**config.mk**
```make
export PLATFORM = sky130hd
export DESIGN_NAME = sliding_window_click_rate_meter_unit
export DESIGN_NICKNAME = d
export VERILOG_FILES = /design/src/sv/swcrm_pkg.sv /design/src/sv/swcrm_front.sv /design/src/sv/swcrm_queue.sv /design/src/sv/swcrm_div.sv /design/src/sv/swcrm_back.sv /design/src/sv/sliding_window_click_rate_meter_unit.sv
export SDC_FILE = /design/constraint.sdc
export NUM_CORES = 2
export LEC_CHECK = 0
export BUFFER_PORTS_ARGS = -buffer_cell sky130_fd_sc_hd__clkbuf_2
export CAP_MARGIN = 20
export CORE_AREA = 2 2 515 415
export CTS_CLUSTER_DIAMETER = 200
export DETAILED_ROUTE_END_ITERATION = 12
export DIE_AREA = 0 0 517 417
export PLACE_DENSITY = 0.76
export SYNTH_ARGS = -nofsm -noshare
export SYNTH_HDL_FRONTEND = slang
export SYNTH_HIERARCHICAL = 1
export SYNTH_SLANG_ARGS = --single-unit
export TNS_END_PERCENT = 1
```
**constraint.sdc**
```tcl
create_clock -name clk -period 12.02 [get_ports clk]
set_clock_uncertainty 0.2 [all_clocks]
set_input_delay 0.601 -clock clk [delete_from_list [all_inputs] [get_ports clk]]
set_output_delay 0.601 -clock clk [all_outputs]
set_load 0.01 [all_outputs]
```
**src/sv/swcrm_pkg.sv**
```systemverilog
// ----------------------------------------------------------------------------
// swcrm_pkg
// Shared types and fixed field widths of the sliding window click rate meter.
// ----------------------------------------------------------------------------
package swcrm_pkg;

  localparam int NOW_W     = 32;
  localparam int ELAPSED_W = 24;
  localparam int WINDOW_W  = 24;
  localparam int SAMPLE_W  = 24;
  localparam int GMAX_W    = 6;
  localparam int ACCUM_W   = 25;
  localparam int TOTAL_W   = 32;
  localparam int RATE_W    = 7;
  localparam int AVG_W     = 15;
  localparam int FILL_W    = 7;
  localparam int FRAC_W    = 8;

  localparam int CFG_IDX_W  = 2;
  localparam int CFG_DATA_W = 24;

  typedef enum logic [CFG_IDX_W-1:0] {
    CFG_WINDOW = 2'd0,
    CFG_SAMPLE = 2'd1,
    CFG_GMAX   = 2'd2
  } cfg_idx_t;

  localparam logic [WINDOW_W-1:0] WINDOW_RST = 24'd1000000;
  localparam logic [SAMPLE_W-1:0] SAMPLE_RST = 24'd100000;
  localparam logic [GMAX_W-1:0]   GMAX_RST   = 6'd20;

  typedef struct packed {
    logic [NOW_W-1:0]   now;
    logic               click;
    logic               sampled;
    logic [TOTAL_W-1:0] total;
  } item_t;

  typedef struct packed {
    logic [RATE_W-1:0]  current_rate;
    logic [RATE_W-1:0]  peak_rate;
    logic [TOTAL_W-1:0] total_clicks;
    logic [AVG_W-1:0]   average_q8;
    logic [FILL_W-1:0]  history_fill;
    logic               sample_taken;
    logic               rate_high;
    logic               rate_active;
    logic               click_dropped;
  } result_t;

endpackage

```
**src/sv/swcrm_front.sv**
```systemverilog
// ----------------------------------------------------------------------------
// swcrm_front
// Edge detect, click total and sample interval accumulation per tick.
// ----------------------------------------------------------------------------
module swcrm_front (
  input  logic                           clk,
  input  logic                           rst_n,
  input  logic                           push,
  input  logic [swcrm_pkg::NOW_W-1:0]     now_us,
  input  logic [swcrm_pkg::ELAPSED_W-1:0] elapsed_us,
  input  logic                           button_down,
  input  logic [swcrm_pkg::SAMPLE_W-1:0]  sample_interval,
  output swcrm_pkg::item_t               item
);

  logic                            prev_button_r, prev_button_nxt;
  logic [swcrm_pkg::TOTAL_W-1:0]   total_r, total_nxt;
  logic [swcrm_pkg::ACCUM_W-1:0]   accum_r, accum_nxt;
  logic [swcrm_pkg::ACCUM_W-1:0]   accum_sum;
  logic                            click;
  logic                            sampled;

  assign click     = button_down & ~prev_button_r;
  assign accum_sum = accum_r + swcrm_pkg::ACCUM_W'(elapsed_us);
  assign sampled   = accum_sum >= swcrm_pkg::ACCUM_W'(sample_interval);

  always_comb begin
    prev_button_nxt = prev_button_r;
    total_nxt       = total_r;
    accum_nxt       = accum_r;
    if (push) begin
      prev_button_nxt = button_down;
      total_nxt       = total_r + swcrm_pkg::TOTAL_W'(click);
      accum_nxt       = sampled ? '0 : accum_sum;
    end
  end

  always_comb begin
    item.now     = now_us;
    item.click   = click;
    item.sampled = sampled;
    item.total   = total_nxt;
  end

  always_ff @(posedge clk) begin
    if (!rst_n) begin
      prev_button_r <= 1'b0;
      total_r       <= '0;
      accum_r       <= '0;
    end else begin
      prev_button_r <= prev_button_nxt;
      total_r       <= total_nxt;
      accum_r       <= accum_nxt;
    end
  end

endmodule

```
**src/sv/swcrm_queue.sv**
```systemverilog
// ----------------------------------------------------------------------------
// swcrm_queue
// Two-entry queue of classified ticks between front and back.
// ----------------------------------------------------------------------------
module swcrm_queue (
  input  logic             clk,
  input  logic             rst_n,
  input  logic             push,
  input  swcrm_pkg::item_t wr_item,
  output logic             full,
  input  logic             pop,
  output logic             empty,
  output swcrm_pkg::item_t rd_item
);

  localparam int DEPTH = 2;
  localparam int PW    = $clog2(DEPTH);

  swcrm_pkg::item_t   slots [DEPTH];
  logic [PW-1:0]      wr_r, wr_nxt;
  logic [PW-1:0]      rd_r, rd_nxt;
  logic [PW:0]        cnt_r, cnt_nxt;
  logic               do_push;
  logic               do_pop;

  assign full    = cnt_r == (PW+1)'(DEPTH);
  assign empty   = cnt_r == '0;
  assign do_push = push & ~full;
  assign do_pop  = pop & ~empty;
  assign rd_item = slots[rd_r];

  always_comb begin
    wr_nxt  = do_push ? wr_r + 1'b1 : wr_r;
    rd_nxt  = do_pop ? rd_r + 1'b1 : rd_r;
    cnt_nxt = cnt_r + (PW+1)'(do_push) - (PW+1)'(do_pop);
  end

  always_ff @(posedge clk) begin
    if (do_push) begin
      slots[wr_r] <= wr_item;
    end
  end

  always_ff @(posedge clk) begin
    if (!rst_n) begin
      wr_r  <= '0;
      rd_r  <= '0;
      cnt_r <= '0;
    end else begin
      wr_r  <= wr_nxt;
      rd_r  <= rd_nxt;
      cnt_r <= cnt_nxt;
    end
  end

endmodule

```
**src/sv/swcrm_div.sv**
```systemverilog
// ----------------------------------------------------------------------------
// swcrm_div
// Restoring unsigned divider, one quotient bit per cycle.
// ----------------------------------------------------------------------------
module swcrm_div #(
  parameter int DVD_W = 21,
  parameter int DIV_W = 7
) (
  input  logic             clk,
  input  logic             rst_n,
  input  logic             start,
  input  logic [DVD_W-1:0] dividend,
  input  logic [DIV_W-1:0] divisor,
  output logic             busy,
  output logic [DVD_W-1:0] quotient
);

  localparam int CNT_W = $clog2(DVD_W + 1);

  logic [DVD_W-1:0] quo_r, quo_nxt;
  logic [DIV_W-1:0] rem_r, rem_nxt;
  logic [DIV_W-1:0] dsr_r, dsr_nxt;
  logic [CNT_W-1:0] cnt_r, cnt_nxt;
  logic             busy_r, busy_nxt;
  logic [DIV_W:0]   trial;
  logic             fits;

  assign trial    = {rem_r, quo_r[DVD_W-1]};
  assign fits     = trial >= {1'b0, dsr_r};
  assign busy     = busy_r;
  assign quotient = quo_r;

  always_comb begin
    quo_nxt  = quo_r;
    rem_nxt  = rem_r;
    dsr_nxt  = dsr_r;
    cnt_nxt  = cnt_r;
    busy_nxt = busy_r;
    if (start) begin
      quo_nxt  = dividend;
      rem_nxt  = '0;
      dsr_nxt  = divisor;
      cnt_nxt  = CNT_W'(DVD_W);
      busy_nxt = 1'b1;
    end else if (busy_r) begin
      quo_nxt  = {quo_r[DVD_W-2:0], fits};
      rem_nxt  = fits ? DIV_W'(trial - {1'b0, dsr_r}) : trial[DIV_W-1:0];
      cnt_nxt  = cnt_r - 1'b1;
      busy_nxt = cnt_r != CNT_W'(1);
    end
  end

  always_ff @(posedge clk) begin
    quo_r <= quo_nxt;
    rem_r <= rem_nxt;
    dsr_r <= dsr_nxt;
    if (!rst_n) begin
      busy_r <= 1'b0;
      cnt_r  <= '0;
    end else begin
      busy_r <= busy_nxt;
      cnt_r  <= cnt_nxt;
    end
  end

endmodule

```
**src/sv/swcrm_back.sv**
```systemverilog
// ----------------------------------------------------------------------------
// swcrm_back
// Stamp ring, window pruning, rate history, mean and result register.
// ----------------------------------------------------------------------------
module swcrm_back #(
  parameter int MAX_CLICKS    = 64,
  parameter int HISTORY_DEPTH = 80
) (
  input  logic                          clk,
  input  logic                          rst_n,
  input  logic                          q_empty,
  input  swcrm_pkg::item_t              q_item,
  output logic                          q_pop,
  input  logic [swcrm_pkg::WINDOW_W-1:0] window,
  input  logic [swcrm_pkg::GMAX_W-1:0]   graph_max,
  output logic                          out_valid,
  input  logic                          out_pop,
  output swcrm_pkg::result_t            result
);

  localparam int CW    = $clog2(MAX_CLICKS);
  localparam int RW    = $clog2(MAX_CLICKS + 1);
  localparam int HW    = $clog2(HISTORY_DEPTH);
  localparam int HCW   = $clog2(HISTORY_DEPTH + 1);
  localparam int SUMW  = $clog2(HISTORY_DEPTH * MAX_CLICKS + 1);
  localparam int DVD_W = SUMW + swcrm_pkg::FRAC_W;
  localparam int CMPW  = (RW + 3 > swcrm_pkg::GMAX_W + 2) ? RW + 3 : swcrm_pkg::GMAX_W + 2;

  typedef enum logic [2:0] {
    S_IDLE, S_PRUNE_RD, S_PRUNE_CHK, S_HIST, S_HIST_RPL, S_DIV, S_DIV_WAIT, S_OUT
  } state_t;

  state_t                     state_r, state_nxt;
  swcrm_pkg::item_t           item_r, item_nxt;
  logic [CW-1:0]              head_r, head_nxt;
  logic [RW-1:0]              count_r, count_nxt;
  logic [RW-1:0]              peak_r, peak_nxt;
  logic [HW-1:0]              hhead_r, hhead_nxt;
  logic [HCW-1:0]             hcount_r, hcount_nxt;
  logic [SUMW-1:0]            hsum_r, hsum_nxt;
  logic                       dropped_r, dropped_nxt;
  logic                       out_valid_r, out_valid_nxt;
  swcrm_pkg::result_t         res_r, res_nxt;

  logic [swcrm_pkg::NOW_W-1:0] stamps [MAX_CLICKS];
  logic [swcrm_pkg::NOW_W-1:0] stamp_rd_r;
  logic                        stamp_we, stamp_re;
  logic [CW-1:0]               stamp_waddr;
  logic [RW-1:0]               hist_mem [HISTORY_DEPTH];
  logic [RW-1:0]               hist_rd_r;
  logic                        hist_we, hist_re;
  logic [HW-1:0]               hist_waddr;

  logic [CW:0]                 stamp_slot;
  logic [HW:0]                 hist_slot;
  logic [CW-1:0]               head_inc;
  logic [HW-1:0]               hhead_inc;
  logic [swcrm_pkg::NOW_W-1:0] age;
  logic [CMPW-1:0]             rate5;
  logic [CMPW-1:0]             gmax4;

  logic                        div_start;
  logic                        div_busy;
  logic [DVD_W-1:0]            div_q;

  swcrm_div #(
    .DVD_W (DVD_W),
    .DIV_W (HCW)
  ) u_div (
    .clk      (clk),
    .rst_n    (rst_n),
    .start    (div_start),
    .dividend ({hsum_r, swcrm_pkg::FRAC_W'(0)}),
    .divisor  (hcount_r),
    .busy     (div_busy),
    .quotient (div_q)
  );

  always_comb begin
    stamp_slot = (CW+1)'(head_r) + (CW+1)'(count_r);
    if (stamp_slot >= (CW+1)'(MAX_CLICKS)) begin
      stamp_slot = stamp_slot - (CW+1)'(MAX_CLICKS);
    end
    hist_slot = (HW+1)'(hhead_r) + (HW+1)'(hcount_r);
    if (hist_slot >= (HW+1)'(HISTORY_DEPTH)) begin
      hist_slot = hist_slot - (HW+1)'(HISTORY_DEPTH);
    end
    head_inc  = (head_r == CW'(MAX_CLICKS - 1)) ? '0 : head_r + 1'b1;
    hhead_inc = (hhead_r == HW'(HISTORY_DEPTH - 1)) ? '0 : hhead_r + 1'b1;
  end

  assign age   = item_r.now - stamp_rd_r;
  assign rate5 = (CMPW'(count_r) << 2) + CMPW'(count_r);
  assign gmax4 = CMPW'(graph_max) << 2;

  always_comb begin
    state_nxt     = state_r;
    item_nxt      = item_r;
    head_nxt      = head_r;
    count_nxt     = count_r;
    peak_nxt      = peak_r;
    hhead_nxt     = hhead_r;
    hcount_nxt    = hcount_r;
    hsum_nxt      = hsum_r;
    dropped_nxt   = dropped_r;
    out_valid_nxt = out_valid_r;
    res_nxt       = res_r;
    q_pop         = 1'b0;
    stamp_we      = 1'b0;
    stamp_re      = 1'b0;
    stamp_waddr   = stamp_slot[CW-1:0];
    hist_we       = 1'b0;
    hist_re       = 1'b0;
    hist_waddr    = hist_slot[HW-1:0];
    div_start     = 1'b0;

    if (out_pop && out_valid_r) begin
      out_valid_nxt = 1'b0;
    end

    unique case (state_r)
      S_IDLE: begin
        if (!q_empty) begin
          q_pop       = 1'b1;
          item_nxt    = q_item;
          dropped_nxt = 1'b0;
          if (q_item.click) begin
            if (count_r < RW'(MAX_CLICKS)) begin
              stamp_we  = 1'b1;
              count_nxt = count_r + 1'b1;
            end else begin
              dropped_nxt = 1'b1;
            end
          end
          state_nxt = S_PRUNE_RD;
        end
      end
      S_PRUNE_RD: begin
        if (count_r == '0) begin
          state_nxt = S_HIST;
        end else begin
          stamp_re  = 1'b1;
          state_nxt = S_PRUNE_CHK;
        end
      end
      S_PRUNE_CHK: begin
        if (age > swcrm_pkg::NOW_W'(window)) begin
          head_nxt  = head_inc;
          count_nxt = count_r - 1'b1;
          state_nxt = S_PRUNE_RD;
        end else begin
          state_nxt = S_HIST;
        end
      end
      S_HIST: begin
        if (count_r > peak_r) begin
          peak_nxt = count_r;
        end
        state_nxt = S_DIV;
        if (item_r.sampled) begin
          if (hcount_r == HCW'(HISTORY_DEPTH)) begin
            hist_re   = 1'b1;
            state_nxt = S_HIST_RPL;
          end else begin
            hist_we    = 1'b1;
            hcount_nxt = hcount_r + 1'b1;
            hsum_nxt   = hsum_r + SUMW'(count_r);
          end
        end
      end
      S_HIST_RPL: begin
        hist_we    = 1'b1;
        hist_waddr = hhead_r;
        hsum_nxt   = hsum_r - SUMW'(hist_rd_r) + SUMW'(count_r);
        hhead_nxt  = hhead_inc;
        state_nxt  = S_DIV;
      end
      S_DIV: begin
        if (hcount_r != '0) begin
          div_start = 1'b1;
          state_nxt = S_DIV_WAIT;
        end else begin
          state_nxt = S_OUT;
        end
      end
      S_DIV_WAIT: begin
        if (!div_busy) begin
          state_nxt = S_OUT;
        end
      end
      S_OUT: begin
        if (!out_valid_r || out_pop) begin
          res_nxt.current_rate  = swcrm_pkg::RATE_W'(count_r);
          res_nxt.peak_rate     = swcrm_pkg::RATE_W'(peak_r);
          res_nxt.total_clicks  = item_r.total;
          res_nxt.average_q8    = (hcount_r == '0) ? '0 : swcrm_pkg::AVG_W'(div_q);
          res_nxt.history_fill  = swcrm_pkg::FILL_W'(hcount_r);
          res_nxt.sample_taken  = item_r.sampled;
          res_nxt.rate_high     = rate5 > gmax4;
          res_nxt.rate_active   = count_r != '0;
          res_nxt.click_dropped = dropped_r;
          out_valid_nxt         = 1'b1;
          state_nxt             = S_IDLE;
        end
      end
      default: begin
        state_nxt = S_IDLE;
      end
    endcase
  end

  always_ff @(posedge clk) begin
    if (stamp_we) begin
      stamps[stamp_waddr] <= q_item.now;
    end
    if (stamp_re) begin
      stamp_rd_r <= stamps[head_r];
    end
  end

  always_ff @(posedge clk) begin
    if (hist_we) begin
      hist_mem[hist_waddr] <= count_r;
    end
    if (hist_re) begin
      hist_rd_r <= hist_mem[hhead_r];
    end
  end

  always_ff @(posedge clk) begin
    if (!rst_n) begin
      state_r     <= S_IDLE;
      head_r      <= '0;
      count_r     <= '0;
      peak_r      <= '0;
      hhead_r     <= '0;
      hcount_r    <= '0;
      hsum_r      <= '0;
      dropped_r   <= 1'b0;
      out_valid_r <= 1'b0;
    end else begin
      state_r     <= state_nxt;
      head_r      <= head_nxt;
      count_r     <= count_nxt;
      peak_r      <= peak_nxt;
      hhead_r     <= hhead_nxt;
      hcount_r    <= hcount_nxt;
      hsum_r      <= hsum_nxt;
      dropped_r   <= dropped_nxt;
      out_valid_r <= out_valid_nxt;
    end
    item_r <= item_nxt;
    res_r  <= res_nxt;
  end

  assign out_valid = out_valid_r;
  assign result    = res_r;

  a_count_max: assert property (@(posedge clk) disable iff (!rst_n)
    count_r <= RW'(MAX_CLICKS))
    else $error("stamp count above ring depth");

  a_hcount_max: assert property (@(posedge clk) disable iff (!rst_n)
    hcount_r <= HCW'(HISTORY_DEPTH))
    else $error("history count above depth");

  a_out_from_out: assert property (@(posedge clk) disable iff (!rst_n)
    $rose(out_valid_r) |-> $past(state_r == S_OUT))
    else $error("result loaded outside output state");

  a_chk_nonempty: assert property (@(posedge clk) disable iff (!rst_n)
    (state_r == S_PRUNE_CHK) |-> (count_r != '0))
    else $error("prune check with empty ring");

  a_pop_idle: assert property (@(posedge clk) disable iff (!rst_n)
    q_pop |=> (state_r == S_PRUNE_RD))
    else $error("tick taken without entering prune");

endmodule

```
**src/sv/sliding_window_click_rate_meter_unit.sv**
```systemverilog
// ----------------------------------------------------------------------------
// sliding_window_click_rate_meter_unit
// Counts button clicks in a sliding time window, keeps the peak and a
// sampled rate history with its Q7.8 mean.
//
//   channel | ports                              | transfer when
//   --------+------------------------------------+----------------------
//   in      | in_push, in_full, in_now_us, ...   | in_push & !in_full
//   out     | out_pop, out_empty, out_*          | out_pop & !out_empty
//   cfg     | cfg_we, cfg_index, cfg_wdata       | cfg_we
//
// Each tick retires the stamps that have left the window one at a time
// through the stamp ring read port, then runs the serial mean divider
// (quotient width 21 at default sizes; skipped while the history is
// empty). A two-entry queue takes ticks while the
// back end works, and a result register holds the last result until popped.
// Reset is synchronous; no clearing pass is needed.
// ----------------------------------------------------------------------------
module sliding_window_click_rate_meter_unit #(
  parameter int MAX_CLICKS    = 64,
  parameter int HISTORY_DEPTH = 80
) (
  input  logic                              clk,
  input  logic                              rst_n,
  input  logic                              in_push,
  output logic                              in_full,
  input  logic [swcrm_pkg::NOW_W-1:0]        in_now_us,
  input  logic [swcrm_pkg::ELAPSED_W-1:0]    in_elapsed_us,
  input  logic                              in_button_down,
  output logic                              out_empty,
  input  logic                              out_pop,
  output logic [swcrm_pkg::RATE_W-1:0]       out_current_rate,
  output logic [swcrm_pkg::RATE_W-1:0]       out_peak_rate,
  output logic [swcrm_pkg::TOTAL_W-1:0]      out_total_clicks,
  output logic [swcrm_pkg::AVG_W-1:0]        out_average_q8,
  output logic [swcrm_pkg::FILL_W-1:0]       out_history_fill,
  output logic                              out_sample_taken,
  output logic                              out_rate_high,
  output logic                              out_rate_active,
  output logic                              out_click_dropped,
  input  logic                              cfg_we,
  input  logic [swcrm_pkg::CFG_IDX_W-1:0]    cfg_index,
  input  logic [swcrm_pkg::CFG_DATA_W-1:0]   cfg_wdata
);

  logic [swcrm_pkg::WINDOW_W-1:0] window_r, window_nxt;
  logic [swcrm_pkg::SAMPLE_W-1:0] sample_r, sample_nxt;
  logic [swcrm_pkg::GMAX_W-1:0]   gmax_r, gmax_nxt;

  logic               q_full;
  logic               q_empty;
  logic               q_pop;
  logic               accept;
  swcrm_pkg::item_t   front_item;
  swcrm_pkg::item_t   q_item;
  logic               out_valid;
  swcrm_pkg::result_t result;

  always_comb begin
    window_nxt = window_r;
    sample_nxt = sample_r;
    gmax_nxt   = gmax_r;
    if (cfg_we) begin
      unique case (cfg_index)
        swcrm_pkg::CFG_WINDOW: window_nxt = cfg_wdata[swcrm_pkg::WINDOW_W-1:0];
        swcrm_pkg::CFG_SAMPLE: sample_nxt = cfg_wdata[swcrm_pkg::SAMPLE_W-1:0];
        swcrm_pkg::CFG_GMAX:   gmax_nxt   = cfg_wdata[swcrm_pkg::GMAX_W-1:0];
        default: begin
        end
      endcase
    end
  end

  always_ff @(posedge clk) begin
    if (!rst_n) begin
      window_r <= swcrm_pkg::WINDOW_RST;
      sample_r <= swcrm_pkg::SAMPLE_RST;
      gmax_r   <= swcrm_pkg::GMAX_RST;
    end else begin
      window_r <= window_nxt;
      sample_r <= sample_nxt;
      gmax_r   <= gmax_nxt;
    end
  end

  assign in_full = q_full;
  assign accept  = in_push & ~q_full;

  swcrm_front u_front (
    .clk             (clk),
    .rst_n           (rst_n),
    .push            (accept),
    .now_us          (in_now_us),
    .elapsed_us      (in_elapsed_us),
    .button_down     (in_button_down),
    .sample_interval (sample_r),
    .item            (front_item)
  );

  swcrm_queue u_queue (
    .clk     (clk),
    .rst_n   (rst_n),
    .push    (accept),
    .wr_item (front_item),
    .full    (q_full),
    .pop     (q_pop),
    .empty   (q_empty),
    .rd_item (q_item)
  );

  swcrm_back #(
    .MAX_CLICKS    (MAX_CLICKS),
    .HISTORY_DEPTH (HISTORY_DEPTH)
  ) u_back (
    .clk       (clk),
    .rst_n     (rst_n),
    .q_empty   (q_empty),
    .q_item    (q_item),
    .q_pop     (q_pop),
    .window    (window_r),
    .graph_max (gmax_r),
    .out_valid (out_valid),
    .out_pop   (out_pop),
    .result    (result)
  );

  assign out_empty         = ~out_valid;
  assign out_current_rate  = result.current_rate;
  assign out_peak_rate     = result.peak_rate;
  assign out_total_clicks  = result.total_clicks;
  assign out_average_q8    = result.average_q8;
  assign out_history_fill  = result.history_fill;
  assign out_sample_taken  = result.sample_taken;
  assign out_rate_high     = result.rate_high;
  assign out_rate_active   = result.rate_active;
  assign out_click_dropped = result.click_dropped;

endmodule
```
; ---- After elaboration in Yosys (flattened, before gate mapping)
; Memories as Yosys holds them, arrays and structs flattened. A register that Yosys moved wholly into a read port is not among the register bits.
; Index checks and enable logic that the tools add are counted.
; Widths: inputs -> output; s select.
[op_classes]
addsub = 22
n_lt_le_gt_ge = 8
n_eq_ne = 22
n_mux = 60
n_bitwise = 10
reduce_logical = 25
[ops]
columns = cell, count
row1 = $mux 7, 8
row2 = $mux 21, 2
row3 = $mux 1, 33
row4 = $add 32x1->32, 1
row5 = $gt 32x24->1, 1
row6 = $mux 32, 1
row7 = $sub 32x32->32, 1
row8 = $add 13x7->13, 2
row9 = $mux 13, 2
row10 = $pmux 13 s2, 1
row11 = $add 25x24->25, 1
row12 = $ge 25x24->1, 1
row13 = $mux 25, 1
row14 = $pmux 3 s8, 1
row15 = $add 7x1->7 const B, 3
row16 = $eq 7x7->1 const B, 2
row17 = $logic_not 7->1, 2
row18 = $pmux 7 s2, 1
row19 = $reduce_and 2->1, 7
row20 = $reduce_bool 7->1, 2
row21 = $sub 13x7->13, 1
row22 = $eq 3x3->1 const B, 4
row23 = $mux 3, 4
row24 = $mux 6, 2
row25 = other kinds (40), 63
[word_totals]
regBits = 346
mem_bits_rw = 2740
memories = 3
[mem_list]
columns = name, depth, word_bits, rd, rd_clocked_by_memory_dff, write_ports, line_no
row1 = u_back.stamps, 64, 32, 1, 1, 1, swcrm_back.sv:45  ; logic [swcrm_pkg::NOW_W-1:0] stamps [MAX_CLICKS];
row2 = u_back.hist_mem, 80, 7, 1, 1, 1, swcrm_back.sv:49  ; logic [RW-1:0] hist_mem [HISTORY_DEPTH];
row3 = u_queue.slots, 2, 66, 1, 1, 1, swcrm_queue.sv:19  ; swcrm_pkg::item_t slots [DEPTH];

; ---- Logic depth before layout (Yosys ltp)
[depth]
ltp_word = 7
mapped_depth = 26
ltp_nobuf = 25

; ---- Hierarchy
; Netlist, hierarchy kept.
[by_module_without_submodules]
columns = mod, n_inst, cells_per_inst, area_per_inst_um2, seq_area_each_um2
row1 = swcrm_back, 1, 5049, 111884.8, 84641.2
row2 = swcrm_queue, 1, 232, 5157.4, 4063.9
row3 = swcrm_front, 1, 494, 4290.4, 1161.1
row4 = swcrm_div, 1, 185, 2194.6, 1101.1
row5 = sliding_window_click_rate_meter_unit, 1, 222, 2190.9, 1081.0

; ---- Least setup slack after synthesis
; Ideal clock, no wire load.
[synth_timing]
path_kind = register to register
from = register u_back.state_r[0]
to = memory u_back/stamps[11][0] (netlist name), enable pin
setup_ns = 0.421
arrival_time_ns = 9.667
t_required_ns = 11.399
slack_ns = 1.731
stages_incl_launch_ff = 7
period_less_slack_ns = 10.289
cell_sequence = dfxtp_1 > clkbuf_1 > nor4_1 > and3_1 > clkbuf_1 > nand4_1 > nor2_1
[synth_via]
elab_chain_len = 4
[synth_rtl]
columns = item, line_no
row1 = "start, declared", swcrm_back.sv:33  ; state_t state_r, state_nxt;
row2 = "start signal, assigned", swcrm_back.sv:242  ; state_r <= state_nxt;
row3 = $logic_not 3->1, swcrm_back.sv:121  ; unique case (state_r)
row4 = $mux 1, swcrm_back.sv:121
row5 = $mux 1, swcrm_back.sv:213  ; if (stamp_we) begin
row6 = $mux 1 (implied by the code), swcrm_back.sv:214  ; stamps[stamp_waddr] <= q_item.now;
row7 = "end, declared", swcrm_back.sv:45
; Every way passes these cells.

; ---- Final worst setup path
[layout_timing]
from = register u_back/item_r[34] (netlist name)
to = register u_back.count_r[3]
[layout_via]
elab_chain_len = 4
[layout_rtl]
columns = item, line_no
row1 = "start, declared", swcrm_back.sv:34  ; swcrm_pkg::item_t item_r, item_nxt;
row2 = "start signal, assigned", swcrm_back.sv:252  ; item_r <= item_nxt;
row3 = $sub 32x32->32, swcrm_back.sv:92  ; assign age = item_r.now - stamp_rd_r;
row4 = $gt 32x24->1, swcrm_back.sv:147  ; if (age > swcrm_pkg::NOW_W'(window)) begin
row5 = $ne 2x1->1 (no source line), --
row6 = $reduce_and 5->1 (no source line), --
row7 = "end signal, assigned", swcrm_back.sv:244  ; count_r <= count_nxt;
row8 = "end, declared", swcrm_back.sv:36  ; logic [RW-1:0] count_r, count_nxt;
; Every way passes these cells.
; A chain may end at the register's enable or synchronous reset.

==> run metrics <==
gr ovfl total=0; Final Critical Period=6.72 ns; CTS tree=yes; I/O Pins=162; Crit Path Max Fanout=16; met3 wire len=38500 um; area leader, netlist=edfxtp_1; top cells by count, synth=edfxtp_1, mux4_2, nor2_1; final worst-path cycle share=0.559; vias in the first global route=63800; Yosys top cell area share=0.703; largest net degree at the start of global routing=109; Post-CTS Setup Bufs=0; worst hold start=cfg_index[1]; hold path cells=3; Routed WL=311000 um; RSZ-0062 raised after global routing=false; syn_area_per_cell=20.3 um^2; leak pwr=0.0448 uW; Clock transition at path regs=0.06 ns; Area after DPL=0.130 mm^2; Initial Util=0.597; final hold vios=0; Synth area leaders=edfxtp_1, mux4_2, dfxtp_1; clock buffer count from CTS=297; CP Data Arrival Time=7.29 ns; Layout area overhead=11.6%; CP Class=flip-flop to flip-flop; Remaining DRCs=0; Register-to-Register Path Depth=25; Post-CTS Resized=0; met2 WL=146000 um; outcome=complete, no violations; PD cells=194 mW/mm^2; Slowest cell on crit path=or4_1; hpwl dp=165000 um; count of unique library cells instantiated by Yosys=103; core area=0.210 mm^2; Total Routing Usage GR=0.290; Crit path top cell by count=a21oi_1; met1 WL=117000 um; Post-Synthesis Cell Area=0.126 mm^2; Startpoint Class=flip-flop; worst vdd rail ir drop=0.180 mV; post-route cell area=0.140 mm^2; final slew viol count=0; vias after detailed routing=64200; R2R Path Start=u_back/item_r[34]$_DFFE_PP_; CP required=12.59 ns; first-pass GRT wire length=448000 um; ys flop type=edfxtp_1; R2R Path End=u_back/count_r[3]$_SDFFE_PN0P_; Worst-Skew Late Latency=0.88 ns; Worst Hold Path EP=gmax_r[2]$_SDFFE_PN1P_; number of placement rows=151; Routed Antenna Nets=0; clk buf depth=4; count leader, synth=edfxtp_1; reg-to-reg slack, setup=5.30 ns; sequential area share after synthesis=0.732; WL/cell=32.4 um; Final nets=6823; fin cells=9604; Post-synth EDFFs=2944; f_max=149 MHz; share of layout cells above drive strength 1=0.266; First-pass DRT Iterations=6; Die X=517 um; highest metal used=met5; Port Buf Inserts=161; # fillers=13000; Syn Inst Count=6182; Initial DRC Count=8940; endpoints failing setup=0; Slew HR=0.137; CTS H-tree lvls=5; initial antenna violation count=20; worst min path class=input port to flip-flop; synth warn=6; Placed Cells=9010; root buf cell=clkbuf_16; worst stage delay on the critical path=0.50 ns; setup TNS=0 ns; Post-synth ARST share=0; Worst Max-Slew Pin Slew=1.29 ns; Worst Setup End Kind=flip-flop; Routability Congestion=0.929; area of the die=0.216 mm^2; Die Ht=417 um; DR vias/cell=6.68; post-synthesis register bit count=3126; CTS Sinks=3126; max_cap viols=0
sequential cells by signal, summed over array words and instances, names as in the netlist, 13 cells and up, named ones only:
name	cells
u_back/stamps	2048
u_back/hist_mem	560
u_queue/slots	132
u_back/result	72
u_back/item_r	65
u_back/stamp_rd_r	32
u_front/total_r	32
u_front/accum_r	25
sample_r	24
window_r	24
u_back/u_div/quotient	21
u_back/hsum_r	13
per-layer routing:
metal,track usage,vias up
li1,-,25900
met2,0.450,4207
met1,0.409,33400
met5,0,-
met3,0.0837,631
met4,0.0822,14
worst max-delay path by stage:
stage	start	endpoint	slack, ns	cells past startpoint
finish	u_back/item_r[34]$_DFFE_PP_	u_back/count_r[3]$_SDFFE_PN0P_	5.30	25
global route	u_back/item_r[34]$_DFFE_PP_	u_back/count_r[3]$_SDFFE_PN0P_	4.79	25
CTS	u_back/item_r[34]$_DFFE_PP_	u_back/count_r[3]$_SDFFE_PN0P_	5.31	25
detailed placement	u_back/item_r[34]$_DFFE_PP_	u_back/count_r[5]$_SDFFE_PN0P_	5.39	25
global placement	u_back/item_r[34]$_DFFE_PP_	u_back/count_r[4]$_SDFFE_PN0P_	5.52	25
floorplan	u_back/state_r[0]$_SDFFE_PN0P_	u_back/stamps[11][0]$_DFFE_PP_	1.73	6
power by group:
group | switching [uW] | leakage [uW] | internal [uW] | total, uW
sequential | 187 | 0.0282 | 13400 | 13600
clock | 4020 | 0.00456 | 5160 | 9180
combinational | 3030 | 0.0120 | 1400 | 4440
cells in the final DEF, fill, tap and decap left out, types with 26 or more instances in the layout:
cell type / count
nand4_1: 36
xnor2_1: 88
edfxtp_1: 2944
inv_1: 194
clkinv_2: 59
nor2_4: 66
nand2_1: 214
clkinv_1: 49
nor2b_1: 36
ha_1: 181
clkbuf_1: 53
o21a_1: 26
mux2i_1: 61
nand3_1: 49
mux2_2: 51
mux2_4: 40
o21ai_0: 61
a21o_1: 29
nor2_1: 186
clkbuf_16: 302
a22o_1: 26
buf_4: 134
and2_1: 58
mux4_2: 854
dfxtp_1: 164
clkbuf_2: 160
a21oi_1: 122
xor2_1: 46
dlygate4sd3_1: 59
through the flow:
| step | utilization | total power (uW) | hold slack, ns | setup slack (ns) |
|---|---|---|---|---|
| 3_3_place_gp | 0.619 | 18000 | 0.202 | 5.52 |
| 3_5_place_dp | 0.619 | 18100 | 0.205 | 5.39 |
| 4_1_cts | 0.666 | 27200 | 0.0378 | 5.31 |
| 5_1_grt | 0.666 | 28000 | 0.0622 | 4.79 |
| 2_1_floorplan | - | 16500 | 0.200 | 1.73 |
| 6_report | 0.667 | 27200 | 0.107 | 5.30 |
worst max-delay path, delay by kind of cell (launching register included):
family          cells  cell delay, ns
compound gates     13            2.98
xor+xnor            1            0.15
fa+ha+maj           3            0.87
buf+inv             2            0.12
flops               1            0.37
mux                 1            0.25
simple gates        5            1.69
cell families after synthesis:
kind of cell / share of synthesized area
AND/OR/NAND/NOR: 0.0314
XOR/XNOR: 0.00934
other: 0.0000298
AO/OA/AOI/OAI: 0.0223
multiplexers: 0.167
buffers and inverters: 0.0171
adder cells (fa/ha/maj): 0.0204
flip-flops: 0.732
layout make-up:
cell class	instances	area (um^2)	area share
Sequential cell	3126	92100	0.657
Multi-Input combinational cell	2562	32100	0.229
Clock buffer	357	7780	0.0555
Tap cell	2830	3540	0.0252
Timing Repair Buffer	357	2480	0.0177
Clock inverter	166	1550	0.0111
Inverter	195	732	0.00522
Antenna cell	11	27.5	0.000196
repair_timing:
action | CTS | global route
setup endpoints to repair | 0 | 0
hold endpoints to repair | 123 | 0
hold buffers | 59 | 0
No activity file was read; power rests on OpenSTA's default activity.
